--- src/sv/gmd_pkg.sv ---
// shared types, constants and widths for the gradient magnetometer detector
package gmd_pkg;

    // counter width of the two sensor channels
    localparam int COUNT_WIDTH = 16;
    localparam int DEV_W       = COUNT_WIDTH + 1;

    // input beat layout
    localparam int POT_W       = 10;
    localparam int BATT_W      = 10;
    localparam int IN_BITS     = 2 * COUNT_WIDTH + 2 + POT_W + BATT_W;
    localparam int IN_TDATA_W  = ((IN_BITS + 7) / 8) * 8;

    // output beat layout
    localparam int METER_W     = 8;
    localparam int THR_W       = 7;
    localparam int OUT_BITS    = METER_W + 4 + THR_W;
    localparam int OUT_TDATA_W = ((OUT_BITS + 7) / 8) * 8;

    // configuration port
    localparam int APB_ADDR_W  = 3;
    localparam int APB_DATA_W  = 32;
    localparam int LIMIT_W     = 8;
    localparam int DELAY_W     = 16;

    localparam logic REG_BATTERY_LIMIT = 1'b0;
    localparam logic REG_BATTERY_DELAY = 1'b1;

    localparam logic [LIMIT_W-1:0] BATTERY_LIMIT_RST = LIMIT_W'(200);
    localparam logic [DELAY_W-1:0] BATTERY_DELAY_RST = DELAY_W'(1000);

    // datapath constants
    localparam logic [METER_W-1:0] METER_CENTER = METER_W'(127);
    localparam logic [THR_W-1:0]   THR_MIN      = THR_W'(2);
    localparam logic [THR_W-1:0]   THR_MAX      = THR_W'(125);
    localparam logic [THR_W-1:0]   THR_RST      = THR_W'(2);
    localparam int                 DEV_LOW      = -127;
    localparam int                 DEV_HIGH     = 128;
    localparam int                 BASELINE_RST = 127;

    localparam logic [1:0] TONE_POS = 2'd1;
    localparam logic [1:0] TONE_NEG = 2'd2;
    localparam logic [1:0] TONE_OFF = 2'd0;

    // input item, last field in the low bits
    typedef struct packed {
        logic [BATT_W-1:0]      battery_reading;
        logic [POT_W-1:0]       pot_reading;
        logic                   cal_pressed;
        logic                   full_sens;
        logic [COUNT_WIDTH-1:0] count_b;
        logic [COUNT_WIDTH-1:0] count_a;
    } in_item_t;

    // result item, last field in the low bits
    typedef struct packed {
        logic [THR_W-1:0]   threshold_now;
        logic               low_battery_alarm;
        logic               sensor_error;
        logic               led_on;
        logic               beep_level;
        logic [METER_W-1:0] meter_duty;
    } out_item_t;

    // register file contents seen by the datapath
    typedef struct packed {
        logic [LIMIT_W-1:0] battery_limit;
        logic [DELAY_W-1:0] battery_delay;
    } cfg_t;

endpackage

--- src/sv/gmd_cfg.sv ---
// apb register file for battery limit and battery delay
module gmd_cfg
(
    input  logic                          clk,
    input  logic                          rst_n,
    input  logic                          psel,
    input  logic                          penable,
    input  logic                          pwrite,
    input  logic [gmd_pkg::APB_ADDR_W-1:0] paddr,
    input  logic [gmd_pkg::APB_DATA_W-1:0] pwdata,
    output logic [gmd_pkg::APB_DATA_W-1:0] prdata,
    output logic                          pready,
    output gmd_pkg::cfg_t                 cfg
);
    import gmd_pkg::*;

    logic [LIMIT_W-1:0] limit_reg;
    logic [DELAY_W-1:0] delay_reg;
    logic               wr_en;
    logic               reg_sel;

    assign pready  = 1'b1;
    assign wr_en   = psel & penable & pwrite;
    assign reg_sel = paddr[2];

    always_ff @(posedge clk or negedge rst_n)
    begin
        if (!rst_n)
        begin
            limit_reg <= BATTERY_LIMIT_RST;
            delay_reg <= BATTERY_DELAY_RST;
        end
        else if (wr_en)
        begin
            case (reg_sel)
                REG_BATTERY_LIMIT: limit_reg <= pwdata[LIMIT_W-1:0];
                REG_BATTERY_DELAY: delay_reg <= pwdata[DELAY_W-1:0];
                default:           limit_reg <= limit_reg;
            endcase
        end
    end

    always_comb
    begin
        case (reg_sel)
            REG_BATTERY_LIMIT: prdata = APB_DATA_W'(limit_reg);
            REG_BATTERY_DELAY: prdata = APB_DATA_W'(delay_reg);
            default:           prdata = '0;
        endcase
    end

    assign cfg.battery_limit = limit_reg;
    assign cfg.battery_delay = delay_reg;

endmodule

--- src/sv/gmd_core.sv ---
// detector state and the single-pass window / tick datapath
module gmd_core
(
    input  logic              clk,
    input  logic              rst_n,
    input  logic              advance,
    input  logic              is_tick,
    input  gmd_pkg::in_item_t item,
    input  gmd_pkg::cfg_t     cfg,
    output gmd_pkg::out_item_t result
);
    import gmd_pkg::*;

    logic signed [COUNT_WIDTH-1:0] baseline_reg, baseline_next;
    logic [THR_W-1:0]              thr_reg, thr_next;
    logic [THR_W-1:0]              pot_prev_reg, pot_prev_next;
    logic [1:0]                    tone_cnt_reg, tone_cnt_next;
    logic [1:0]                    tone_div_reg, tone_div_next;
    logic                          beep_reg, beep_next;
    logic                          led_reg, led_next;
    logic [METER_W-1:0]            meter_reg, meter_next;
    logic [DELAY_W-1:0]            batt_cnt_reg, batt_cnt_next;

    logic signed [COUNT_WIDTH-1:0] diff_raw, diff_scaled;
    logic signed [DEV_W-1:0]       dev_full;
    logic signed [8:0]             dev_clamp;
    logic [8:0]                    dev_mag;
    logic [THR_W-1:0]              pot_cand, pot_gap, thr_pick;
    logic [LIMIT_W-1:0]            batt_level;
    logic [1:0]                    tone_dec;
    logic                          err, alarm;

    always_comb
    begin
        // window arithmetic, evaluated for every beat
        diff_raw    = $signed(item.count_a - item.count_b);
        diff_scaled = item.full_sens ? diff_raw : (diff_raw >>> 2);
        baseline_next = item.cal_pressed ? diff_scaled : baseline_reg;
        dev_full    = DEV_W'(diff_scaled) - DEV_W'(baseline_next);
        if (dev_full < $signed(DEV_W'(DEV_LOW)))
            dev_clamp = 9'(DEV_LOW);
        else if (dev_full > $signed(DEV_W'(DEV_HIGH)))
            dev_clamp = 9'(DEV_HIGH);
        else
            dev_clamp = 9'(dev_full);
        dev_mag     = dev_clamp[8] ? 9'(-dev_clamp) : 9'(dev_clamp);

        pot_cand    = item.pot_reading[POT_W-1:3];
        pot_gap     = (pot_cand > pot_prev_reg) ? (pot_cand - pot_prev_reg)
                                                : (pot_prev_reg - pot_cand);
        thr_pick    = (pot_gap > THR_W'(1)) ? pot_cand : thr_reg;
        if (thr_pick < THR_MIN)
            thr_pick = THR_MIN;
        else if (thr_pick > THR_MAX)
            thr_pick = THR_MAX;

        batt_level  = item.battery_reading[BATT_W-1:2];
        tone_dec    = tone_cnt_reg - 2'd1;

        // defaults hold the state
        thr_next      = thr_reg;
        pot_prev_next = pot_prev_reg;
        tone_cnt_next = tone_cnt_reg;
        tone_div_next = tone_div_reg;
        beep_next     = beep_reg;
        led_next      = led_reg;
        meter_next    = meter_reg;
        batt_cnt_next = batt_cnt_reg;
        err           = 1'b0;
        alarm         = 1'b0;

        if (is_tick)
        begin
            baseline_next = baseline_reg;
            if (tone_cnt_reg != 2'd0)
            begin
                tone_cnt_next = tone_dec;
                if (tone_dec == 2'd0)
                begin
                    beep_next     = ~beep_reg;
                    tone_cnt_next = tone_div_reg;
                end
            end
            else
            begin
                tone_cnt_next = tone_div_reg;
            end
        end
        else
        begin
            err           = (item.count_a == '0) || (item.count_b == '0);
            meter_next    = dev_clamp[METER_W-1:0] + METER_CENTER;
            thr_next      = thr_pick;
            pot_prev_next = pot_cand;
            if (dev_mag > 9'(thr_pick))
            begin
                tone_cnt_next = dev_clamp[8] ? TONE_NEG : TONE_POS;
                tone_div_next = dev_clamp[8] ? TONE_NEG : TONE_POS;
                led_next      = 1'b1;
            end
            else
            begin
                tone_cnt_next = TONE_OFF;
                tone_div_next = TONE_OFF;
                led_next      = 1'b0;
            end
            if (batt_level < cfg.battery_limit)
            begin
                if (batt_cnt_reg != '0)
                    batt_cnt_next = batt_cnt_reg - DELAY_W'(1);
                else
                begin
                    batt_cnt_next = cfg.battery_delay;
                    alarm         = 1'b1;
                end
            end
            else
            begin
                batt_cnt_next = cfg.battery_delay;
            end
        end
    end

    always_ff @(posedge clk or negedge rst_n)
    begin
        if (!rst_n)
        begin
            baseline_reg <= COUNT_WIDTH'(BASELINE_RST);
            thr_reg      <= THR_RST;
            pot_prev_reg <= '0;
            tone_cnt_reg <= '0;
            tone_div_reg <= '0;
            beep_reg     <= 1'b0;
            led_reg      <= 1'b0;
            meter_reg    <= METER_CENTER;
            batt_cnt_reg <= BATTERY_DELAY_RST;
        end
        else if (advance)
        begin
            baseline_reg <= baseline_next;
            thr_reg      <= thr_next;
            pot_prev_reg <= pot_prev_next;
            tone_cnt_reg <= tone_cnt_next;
            tone_div_reg <= tone_div_next;
            beep_reg     <= beep_next;
            led_reg      <= led_next;
            meter_reg    <= meter_next;
            batt_cnt_reg <= batt_cnt_next;
        end
    end

    assign result.meter_duty        = meter_next;
    assign result.beep_level        = beep_next;
    assign result.led_on            = led_next;
    assign result.sensor_error      = err;
    assign result.low_battery_alarm = alarm;
    assign result.threshold_now     = thr_next;

endmodule

--- src/sv/gradient_magnetometer_detector.sv ---
// top level: input register, detector datapath, result register, apb registers
//
// channel   | dir | beat contents
// ----------+-----+-------------------------------------------------------------
// s_axis    | in  | window or tone tick; tuser = func (1 tick, 0 window)
// m_axis    | out | one result beat per input beat
// apb       | in  | 0x0 battery_limit, 0x4 battery_delay
//
// each beat passes through the input register and then the result
// register; one beat per cycle sustained while m_axis_tready is high
// the whole window evaluation (subtract, clamp, threshold, battery count)
// sits between those two registers
// rst_n asynchronously clears all but the payload registers to reset values
// a stall on m_axis holds the result; the input register still takes one
// more beat, then s_axis_tready drops
module gradient_magnetometer_detector
(
    input  logic                             clk,
    input  logic                             rst_n,
    // slave stream
    input  logic                             s_axis_tvalid,
    output logic                             s_axis_tready,
    // count_a, count_b, full_sens, cal_pressed, pot_reading,
    // battery_reading, zero pad (low bit up)
    input  logic [gmd_pkg::IN_TDATA_W-1:0]   s_axis_tdata,
    // func
    input  logic                             s_axis_tuser,
    // master stream
    output logic                             m_axis_tvalid,
    input  logic                             m_axis_tready,
    // meter_duty, beep_level, led_on, sensor_error, low_battery_alarm,
    // threshold_now, zero pad (low bit up)
    output logic [gmd_pkg::OUT_TDATA_W-1:0]  m_axis_tdata,
    // configuration
    input  logic                             psel,
    input  logic                             penable,
    input  logic                             pwrite,
    input  logic [gmd_pkg::APB_ADDR_W-1:0]   paddr,
    input  logic [gmd_pkg::APB_DATA_W-1:0]   pwdata,
    output logic [gmd_pkg::APB_DATA_W-1:0]   prdata,
    output logic                             pready
);
    import gmd_pkg::*;

    cfg_t      cfg;
    in_item_t  in_item_reg;
    logic      in_tick_reg;
    logic      in_valid_reg, in_valid_next;
    out_item_t out_item_reg;
    logic      out_valid_reg, out_valid_next;
    out_item_t result;
    logic      in_beat;
    logic      advance;

    gmd_cfg u_cfg
    (
        .clk     (clk),
        .rst_n   (rst_n),
        .psel    (psel),
        .penable (penable),
        .pwrite  (pwrite),
        .paddr   (paddr),
        .pwdata  (pwdata),
        .prdata  (prdata),
        .pready  (pready),
        .cfg     (cfg)
    );

    // an item moves into the result register when that register is free
    // or being emptied in the same cycle
    assign advance       = in_valid_reg & (~out_valid_reg | m_axis_tready);
    assign s_axis_tready = ~in_valid_reg | advance;
    assign in_beat       = s_axis_tvalid & s_axis_tready;

    always_comb
    begin
        in_valid_next = in_valid_reg;
        if (in_beat)
            in_valid_next = 1'b1;
        else if (advance)
            in_valid_next = 1'b0;

        out_valid_next = out_valid_reg;
        if (advance)
            out_valid_next = 1'b1;
        else if (m_axis_tready)
            out_valid_next = 1'b0;
    end

    always_ff @(posedge clk or negedge rst_n)
    begin
        if (!rst_n)
        begin
            in_valid_reg  <= 1'b0;
            out_valid_reg <= 1'b0;
        end
        else
        begin
            in_valid_reg  <= in_valid_next;
            out_valid_reg <= out_valid_next;
        end
    end

    // payload registers, no reset needed
    always_ff @(posedge clk)
    begin
        if (in_beat)
        begin
            in_item_reg <= in_item_t'(s_axis_tdata[IN_BITS-1:0]);
            in_tick_reg <= s_axis_tuser;
        end
        if (advance)
            out_item_reg <= result;
    end

    gmd_core u_core
    (
        .clk     (clk),
        .rst_n   (rst_n),
        .advance (advance),
        .is_tick (in_tick_reg),
        .item    (in_item_reg),
        .cfg     (cfg),
        .result  (result)
    );

    assign m_axis_tvalid = out_valid_reg;
    assign m_axis_tdata  = OUT_TDATA_W'(out_item_reg);

    // a full input register behind a stalled output must stop new beats
    a_backpressure : assert property (@(posedge clk) disable iff (!rst_n)
        (in_valid_reg && out_valid_reg && !m_axis_tready) |-> !s_axis_tready)
        else $error("input accepted while both stages are blocked");

    // a result shown is always within the clamped threshold range
    a_threshold_range : assert property (@(posedge clk) disable iff (!rst_n)
        m_axis_tvalid |-> (out_item_reg.threshold_now >= THR_MIN &&
                           out_item_reg.threshold_now <= THR_MAX))
        else $error("threshold outside its clamp range");

    // led on means the deviation beat the threshold, so the meter is off center
    a_led_meter : assert property (@(posedge clk) disable iff (!rst_n)
        (m_axis_tvalid && out_item_reg.led_on) |->
            (out_item_reg.meter_duty < METER_CENTER - METER_W'(2) ||
             out_item_reg.meter_duty > METER_CENTER + METER_W'(2)))
        else $error("led lit with meter near center");

endmodule
--- config.mk ---
export PLATFORM = sky130hd
export DESIGN_NAME = gradient_magnetometer_detector
export DESIGN_NICKNAME = d
export VERILOG_FILES = /design/src/sv/gmd_pkg.sv /design/src/sv/gmd_cfg.sv /design/src/sv/gmd_core.sv /design/src/sv/gradient_magnetometer_detector.sv
export SDC_FILE = /design/constraint.sdc
export NUM_CORES = 1
export LEC_CHECK = 0
export CORE_AREA = 2 2 152 154
export CTS_BUF_LIST = sky130_fd_sc_hd__clkbuf_4
export CTS_CLUSTER_SIZE = 16
export DETAILED_ROUTE_END_ITERATION = 8
export DIE_AREA = 0 0 154 156
export DONT_BUFFER_PORTS = 1
export PLACE_DENSITY = 0.75
export SYNTH_ARGS = -nofsm -noshare
export SYNTH_HDL_FRONTEND = slang
export SYNTH_SLANG_ARGS = --single-unit
--- constraint.sdc ---
create_clock -name clk -period 7.4 [get_ports clk]
set_clock_uncertainty 0.1 [all_clocks]
set_input_delay 0.74 -clock clk [delete_from_list [all_inputs] [get_ports clk]]
set_output_delay 0.74 -clock clk [all_outputs]
set_load 0.02 [all_outputs]
Word-level counts from Yosys, hierarchy flattened

Cells that the tools add are included.

Bits in registers: 160
Input port bits: 99
Output and inout port bits: 59
Logic and storage cells: 95

$add $sub $neg: 8
$lt $le $gt $ge: 8
Muxes and demuxes: 29
Bitwise gates (word level): 12
Reduce and logical (&&, ||, !) cells: 12

Operator list:

| cell                    | count |
|---|---|
| $pmux W32 S2            | 1 |
| $mux W16                | 3 |
| $mux W7                 | 5 |
| $logic_not A16 Y1       | 2 |
| $mux W9                 | 3 |
| $gt A17 B9 Y1 const B   | 1 |
| $lt A17 B8 Y1 const B   | 1 |
| $sub A16 B16 Y17        | 1 |
| $reduce_bool A16 Y1     | 1 |
| $sub A16 B1 Y16 const B | 1 |
| $sub A16 B16 Y16        | 1 |
| $mux W15                | 1 |
| $sub A7 B7 Y7           | 2 |
| $mux W1                 | 10 |
| $mux W2                 | 5 |
| $gt A9 B7 Y1            | 1 |
| $neg A9 Y9              | 1 |
| $add A8 B7 Y8 const B   | 1 |
| $lt A8 B8 Y1            | 1 |
| $mux W8                 | 1 |
| $gt A7 B1 Y1 const B    | 1 |
| $gt A7 B7 Y1            | 1 |
| $gt A7 B7 Y1 const B    | 1 |
| $lt A7 B2 Y1 const B    | 1 |
| 9 further kinds         | 22 |

Depth between registers and ports, before layout

Depth after elaboration: 12
Gate-level depth with buffers: 41
Gate-level depth less buffers: 37

Hierarchy

From an unflattened synthesis, not the netlist that was laid out.

Cells, all modules: 1206
Area total of the unflattened synthesis: 11249.5 µm²

Modules (own cells, without submodules):

| module                         | times used | cells each | area each (µm²) | sequential area each (µm²) |
|---|---|---|---|---|
| gmd_core                       | 1          | 1030       | 7618.6          | 1527.7 |
| gradient_magnetometer_detector | 1          | 88         | 2367.3          | 2272.2 |
| gmd_cfg                        | 1          | 88         | 1263.7          | 611.8 |

Worst setup path after synthesis

No wires, ideal clock.

Path kind: register to register
Start point: reg in_item_reg[33] in the netlist's numbering
End point: reg out_item_reg, in the netlist m_axis_tdata[9] (data pin)
Arrival: 7480 ps
Setup slack: -440 ps
Cell stages (with the launch flop): 36
Buffers on the path: 7
Period minus slack after synthesis: 7840 ps
Path through: edfxtp_1 clkbuf_1 clkbuf_1 clkbuf_1 buf_1 buf_1 mux2_2 ha_1 inv_1 fa_1 a21oi_1 nor4_1 o21ai_0 and3_1 a211oi_4 a31oi_2 nor4_1 nor2_1 or4_4 buf_6 mux2i_4 nand2_1 ha_1 clkbuf_1 o32ai_1 ha_1 o21a_1 o21ai_0 nand2b_1 a21oi_1 nor2b_1 o21ai_0 inv_1 o22ai_1 o21ai_0 mux2_2

RTL lines:

| item                     | RTL line                              | RTL |
|---|---|---|
| start: declaration       | gradient_magnetometer_detector.sv:46  | `in_item_t in_item_reg;` |
| start signal: assignment | gradient_magnetometer_detector.sv:109 | `in_item_reg <= in_item_t'(s_axis_tdata[IN_BITS-1:0]);` |
| end signal: assignment   | gradient_magnetometer_detector.sv:113 | `out_item_reg <= result;` |
| end: declaration         | gradient_magnetometer_detector.sv:49  | `out_item_t out_item_reg;` |

==> implementation parameters <==
Parameter                              Value

Setup path
  Delay of the slowest critical-path stage ... 0.44 ns
  Start of the worst register-to-register path ... in_item_reg[0]
  Capturing instance or port of the critical path ... m_axis_tdata[9]
  Worst endpoint required time ... 7.63 ns
  Peak fanout along the critical path ... 4
  Category of the most critical setup path ... reg -> reg
  End of the worst register-to-register path ... m_axis_tdata[9]
  Worst path arrival time ... 7.47 ns
  Logic depth of the worst register-to-register path ... 38
  Worst Setup Start Kind ... register
  Critical path capture point type ... register
  Start point of the critical path ... in_item_reg[0]
  Slowest-stage cell, CP ... sky130_fd_sc_hd__a2111o_1
  Minimum setup slack among reg-to-reg paths ... 0.16 ns

Detailed routing
  DRC marker count from the first detailed-route iteration ... 521
  Average vias per placed instance ... 5.81
  Uppermost layer routed ... met4
  Vias after detailed routing ... 8804
  Met2 WL ... 11.5 mm
  1st-pass router iterations ... 5
  Routed WL ... 24.7 mm
  Detailed-routed wire length on met3 ... 1.34 mm
  Routed metal-1 wirelength ... 11.4 mm
  Drt wl/cell ... 16.3 um
  Number of antenna-violating nets in the routed design ... 0
  Drt drc ... 0

Global routing
  Vias in the first global route ... 8272
  First-pass GRT wire length ... 40.4 mm
  Maximum number of pins on one net before global-route repair ... 87
  Total Routing Usage GR ... 0.206
  Antenna violations before repair ... 1
  GR Overflow Total ... 0

Logic synthesis
  Top flip-flop cell by instance count after synthesis ... sky130_fd_sc_hd__edfxtp_1
  Async set-or-reset flop fraction in the synthesized netlist ... 0.555
  Gate count of the mapped netlist ... 1158
  Adder-cell share of the synthesized area ... 0.0714
  Mean Syn Cell Area ... 9.37 um^2
  Main combinational cell family by area after synthesis ... compound AO/OA/AOI/OAI gates
  Synth warnings ... 0
  Cell Area, Synth ... 10900 um^2
  Simple logic cell fraction of the synthesized area ... 0.174
  Multiplexer fraction of the synthesized cell area ... 0.0663
  Share of the yosys chip area belonging to registers ... 0.393
  Synth Area in Compound Gates ... 0.211
  Parity-gate share of the synthesized area counting xor and xnor cells ... 0.0226
  EDFF count, synth ... 69
  Flip-flop and latch count after synthesis ... 155
  Distinct cells, synth ... 107

Power
  Pleak ... 4.97 nW
  Peak supply drop ... 0.213 mV
  Cell area power density ... 317 nW/um^2

Floorplan
  Die extent in x ... 154 um
  Overall die area ... 24000 um^2
  Effective utilization at floorplan ... 0.485
  I/O pin total ... 158
  Die boundary height ... 156 um
  Std-Cell Core Area ... 22400 um^2
  Number of placement rows ... 55

Layout
  Fill cell instance count of the final layout ... 1917
  Flip-flop count of the largest register after layout ... 49
  Share of layout cells above drive strength 1 ... 0.228
  Number of nets in the final layout ... 1373
  Layout overhead on the synthesized area ... 12.7%
  Final standard cell area without fillers ... 12200 um^2

STA
  Setup-failing EPs final ... 0
  Hold_ws ... 0.148 ns
  Highest attainable clock frequency ... 138 MHz
  Slew margin rel. ... 0.226
  Post-layout min period ... 7.24 ns
  Number of hold violations in the final report ... 0
  Final slew viol count ... 0
  Slew at the pin closest to its max-slew limit ... 1.16 ns
  Setup repair after global routing missed its margin ... true
  Post-layout worst setup margin ... 0.163 ns
  Final period util ... 0.978

Place
  Setup slack at placement ... -0.239 ns
  Last weighted congestion value of the routability-driven placer ... 0.892
  Post-DP HPWL ... 17.9 mm
  Placed Instance Area ... 11500 um^2
  Port-buffer cells ... 0

Clock network
  Clock-pin slew reported for the worst setup and hold paths after clock tree synthesis ... 0.15 ns
  Total clock buffers created by CTS ... 17
  TritonCTS clock tree ... done
  Maximum clock path buffer count ... 2
  Later-pin clock latency in the skew report ... 0.57 ns
  Clock Tree Root ... sky130_fd_sc_hd__clkbuf_4
  Clk sinks ... 155
  H-tree depth ... 4

Flow run
  Reported max-cap violation count ... 0

Status
  Status ... finished, final reports clean

Hold path
  Path category of the worst min-delay check ... in -> reg
synth_stat cells (4+ instances only):
cell / count / area share
sky130_fd_sc_hd__xnor2_1: 18 / 0.015
sky130_fd_sc_hd__and2_1: 17 / 0.0098
sky130_fd_sc_hd__edfxtp_1: 69 / 0.19
sky130_fd_sc_hd__xor2_1: 10 / 0.0081
sky130_fd_sc_hd__nand2_1: 111 / 0.038
sky130_fd_sc_hd__nor3b_1: 5 / 0.0035
sky130_fd_sc_hd__buf_2: 9 / 0.0041
sky130_fd_sc_hd__a211o_1: 4 / 0.0032
sky130_fd_sc_hd__a22oi_1: 6 / 0.0041
sky130_fd_sc_hd__or3_1: 5 / 0.0029
sky130_fd_sc_hd__buf_1: 6 / 0.0021
sky130_fd_sc_hd__inv_1: 70 / 0.024
sky130_fd_sc_hd__a21oi_1: 67 / 0.031
sky130_fd_sc_hd__o21a_1: 12 / 0.0083
sky130_fd_sc_hd__or2_2: 4 / 0.0023
sky130_fd_sc_hd__nand3_1: 27 / 0.012
sky130_fd_sc_hd__a211oi_1: 11 / 0.0076
sky130_fd_sc_hd__ha_1: 53 / 0.061
sky130_fd_sc_hd__o21ai_1: 5 / 0.0023
sky130_fd_sc_hd__nand3b_1: 5 / 0.0035
sky130_fd_sc_hd__and4_1: 5 / 0.0040
sky130_fd_sc_hd__dfstp_2: 30 / 0.073
sky130_fd_sc_hd__nand4_1: 16 / 0.0092
sky130_fd_sc_hd__o31ai_1: 5 / 0.0035
sky130_fd_sc_hd__mux2i_1: 28 / 0.026
sky130_fd_sc_hd__clkbuf_1: 36 / 0.012
sky130_fd_sc_hd__nand2b_1: 15 / 0.0086
sky130_fd_sc_hd__nor2_1: 72 / 0.025
sky130_fd_sc_hd__a2111oi_2: 4 / 0.0055
sky130_fd_sc_hd__fa_1: 4 / 0.0074
sky130_fd_sc_hd__o22ai_1: 10 / 0.0058
sky130_fd_sc_hd__a21o_1: 17 / 0.012
sky130_fd_sc_hd__nor4_1: 20 / 0.012
sky130_fd_sc_hd__buf_4: 23 / 0.016
sky130_fd_sc_hd__o211ai_1: 11 / 0.0076
sky130_fd_sc_hd__nor3_1: 25 / 0.012
sky130_fd_sc_hd__a31oi_1: 11 / 0.0063
sky130_fd_sc_hd__dfrtp_1: 56 / 0.13
sky130_fd_sc_hd__and3_1: 9 / 0.0052
sky130_fd_sc_hd__nor2b_1: 14 / 0.0081
sky130_fd_sc_hd__o21ai_0: 101 / 0.047
sky130_fd_sc_hd__mux2_2: 37 / 0.038
cell usage in the layout, fill, tap and decap left out, types with 6 or more instances in the layout:
master	netlist	final
sky130_fd_sc_hd__nor3_1	25	24
sky130_fd_sc_hd__o21ai_0	101	97
sky130_fd_sc_hd__inv_1	70	68
sky130_fd_sc_hd__dfrtp_1	56	56
sky130_fd_sc_hd__o22ai_1	10	8
sky130_fd_sc_hd__and2_1	17	14
sky130_fd_sc_hd__buf_4	23	93
sky130_fd_sc_hd__a22oi_1	6	6
sky130_fd_sc_hd__conb_1	2	22
sky130_fd_sc_hd__xor2_1	10	9
sky130_fd_sc_hd__o21a_1	12	12
sky130_fd_sc_hd__xnor2_1	18	17
sky130_fd_sc_hd__a21oi_1	67	63
sky130_fd_sc_hd__nand3_1	27	27
sky130_fd_sc_hd__a21o_1	17	17
sky130_fd_sc_hd__ha_1	53	49
sky130_fd_sc_hd__and3_1	9	9
sky130_fd_sc_hd__a31oi_1	11	9
sky130_fd_sc_hd__nor4_1	20	17
sky130_fd_sc_hd__edfxtp_1	69	69
sky130_fd_sc_hd__dfstp_2	30	30
sky130_fd_sc_hd__mux2_2	37	36
sky130_fd_sc_hd__nand2b_1	15	15
sky130_fd_sc_hd__mux2i_1	28	26
sky130_fd_sc_hd__nand2_1	111	108
sky130_fd_sc_hd__a211oi_1	11	10
sky130_fd_sc_hd__o21ai_1	5	6
sky130_fd_sc_hd__nor2b_1	14	13
sky130_fd_sc_hd__nor2_1	72	70
sky130_fd_sc_hd__nand4_1	16	16
sky130_fd_sc_hd__clkbuf_4	0	19
sky130_fd_sc_hd__o211ai_1	11	11
per-stage QoR:
step / setup TNS [ns] / instances / util / total power, W
after CTS: 0 / 1507 / 0.537 / 0.00379
after detailed placement: -0.393 / 1471 / 0.515 / 0.00311
after global routing: -0.358 / 1516 / 0.547 / 0.00416
final: 0 / 1516 / 0.547 / 0.00388
after floorplan: 0 / 1178 / - / 0.00261
after global placement: -0.0820 / 1471 / 0.515 / 0.00306
how the worst min path moves through the flow:
stage / start / end / depth (start not counted)
2_1_floorplan: rst_n / in_valid_reg / 0
3_3_place_gp: rst_n / u_core.baseline_reg[11] / 0
3_5_place_dp: rst_n / u_core.baseline_reg[11] / 0
4_1_cts: s_axis_tdata[17] / in_item_reg[17] / 0
5_1_grt: s_axis_tdata[53] / in_item_reg[53] / 0
6_report: s_axis_tdata[25] / in_item_reg[25] / 0
where the power goes:
| part | leakage [nW] | internal [W] | switching, W |
|---|---|---|---|
| logic | 3.14 | 0.000882 | 0.00105 |
| registers | 1.66 | 0.00116 | 0.000193 |
| clock network | 0.177 | 0.000253 | 0.000343 |
| total | 4.97 | 0.00229 | 0.00158 |
final cells by class:
class | count | area [um^2] | area share
Sequential cell | 155 | 4260 | 0.348
Clock buffer | 19 | 143 | 0.0117
Antenna cell | 1 | 2.50 | 0.000205
Multi-Input combinational cell | 875 | 6270 | 0.513
Tap cell | 285 | 357 | 0.0291
Timing Repair Buffer | 96 | 747 | 0.0610
Clock inverter | 13 | 180 | 0.0147
Inverter | 72 | 270 | 0.0221
critical path, delay by kind of cell, from the launching register on:
family | cells | cell delay, ns
XOR/XNOR | 2 | 0.31
flip-flops | 1 | 0.42
AND/OR/NAND/NOR | 9 | 1.15
adder cells (fa/ha/maj) | 5 | 1.30
buffers and inverters | 5 | 0.51
multiplexers | 3 | 0.57
AO/OA/AOI/OAI | 14 | 2.63
cells by family (layout without fill, tap and decap cells):
family                     count (synthesis)  in the layout
muxes                                     66             66
and+or+nand+nor                          370            370
buffers and inverters                    148            200
other                                      2             23
adders and majority gates                 60             60
xor gates and xnor gates                  28             28
DFF                                      155            155
AOI/OAI and AO/OA                        329            329
timing repair:
action	4_1_cts	5_1_grt
endpoints found under the setup margin	6	6
hold endpoints to repair	86	0
hold buffers	2	0
setup buffers	2	8
gates resized for setup	18	37
pin swaps	10	33
routing by layer:
layer  up-vias  track usage
met5         -            0
met4         0       0.0699
met3        35       0.0425
met2       283        0.332
met1      4147        0.278
li1       4339            -
Power figures use the tool's default switching activity.
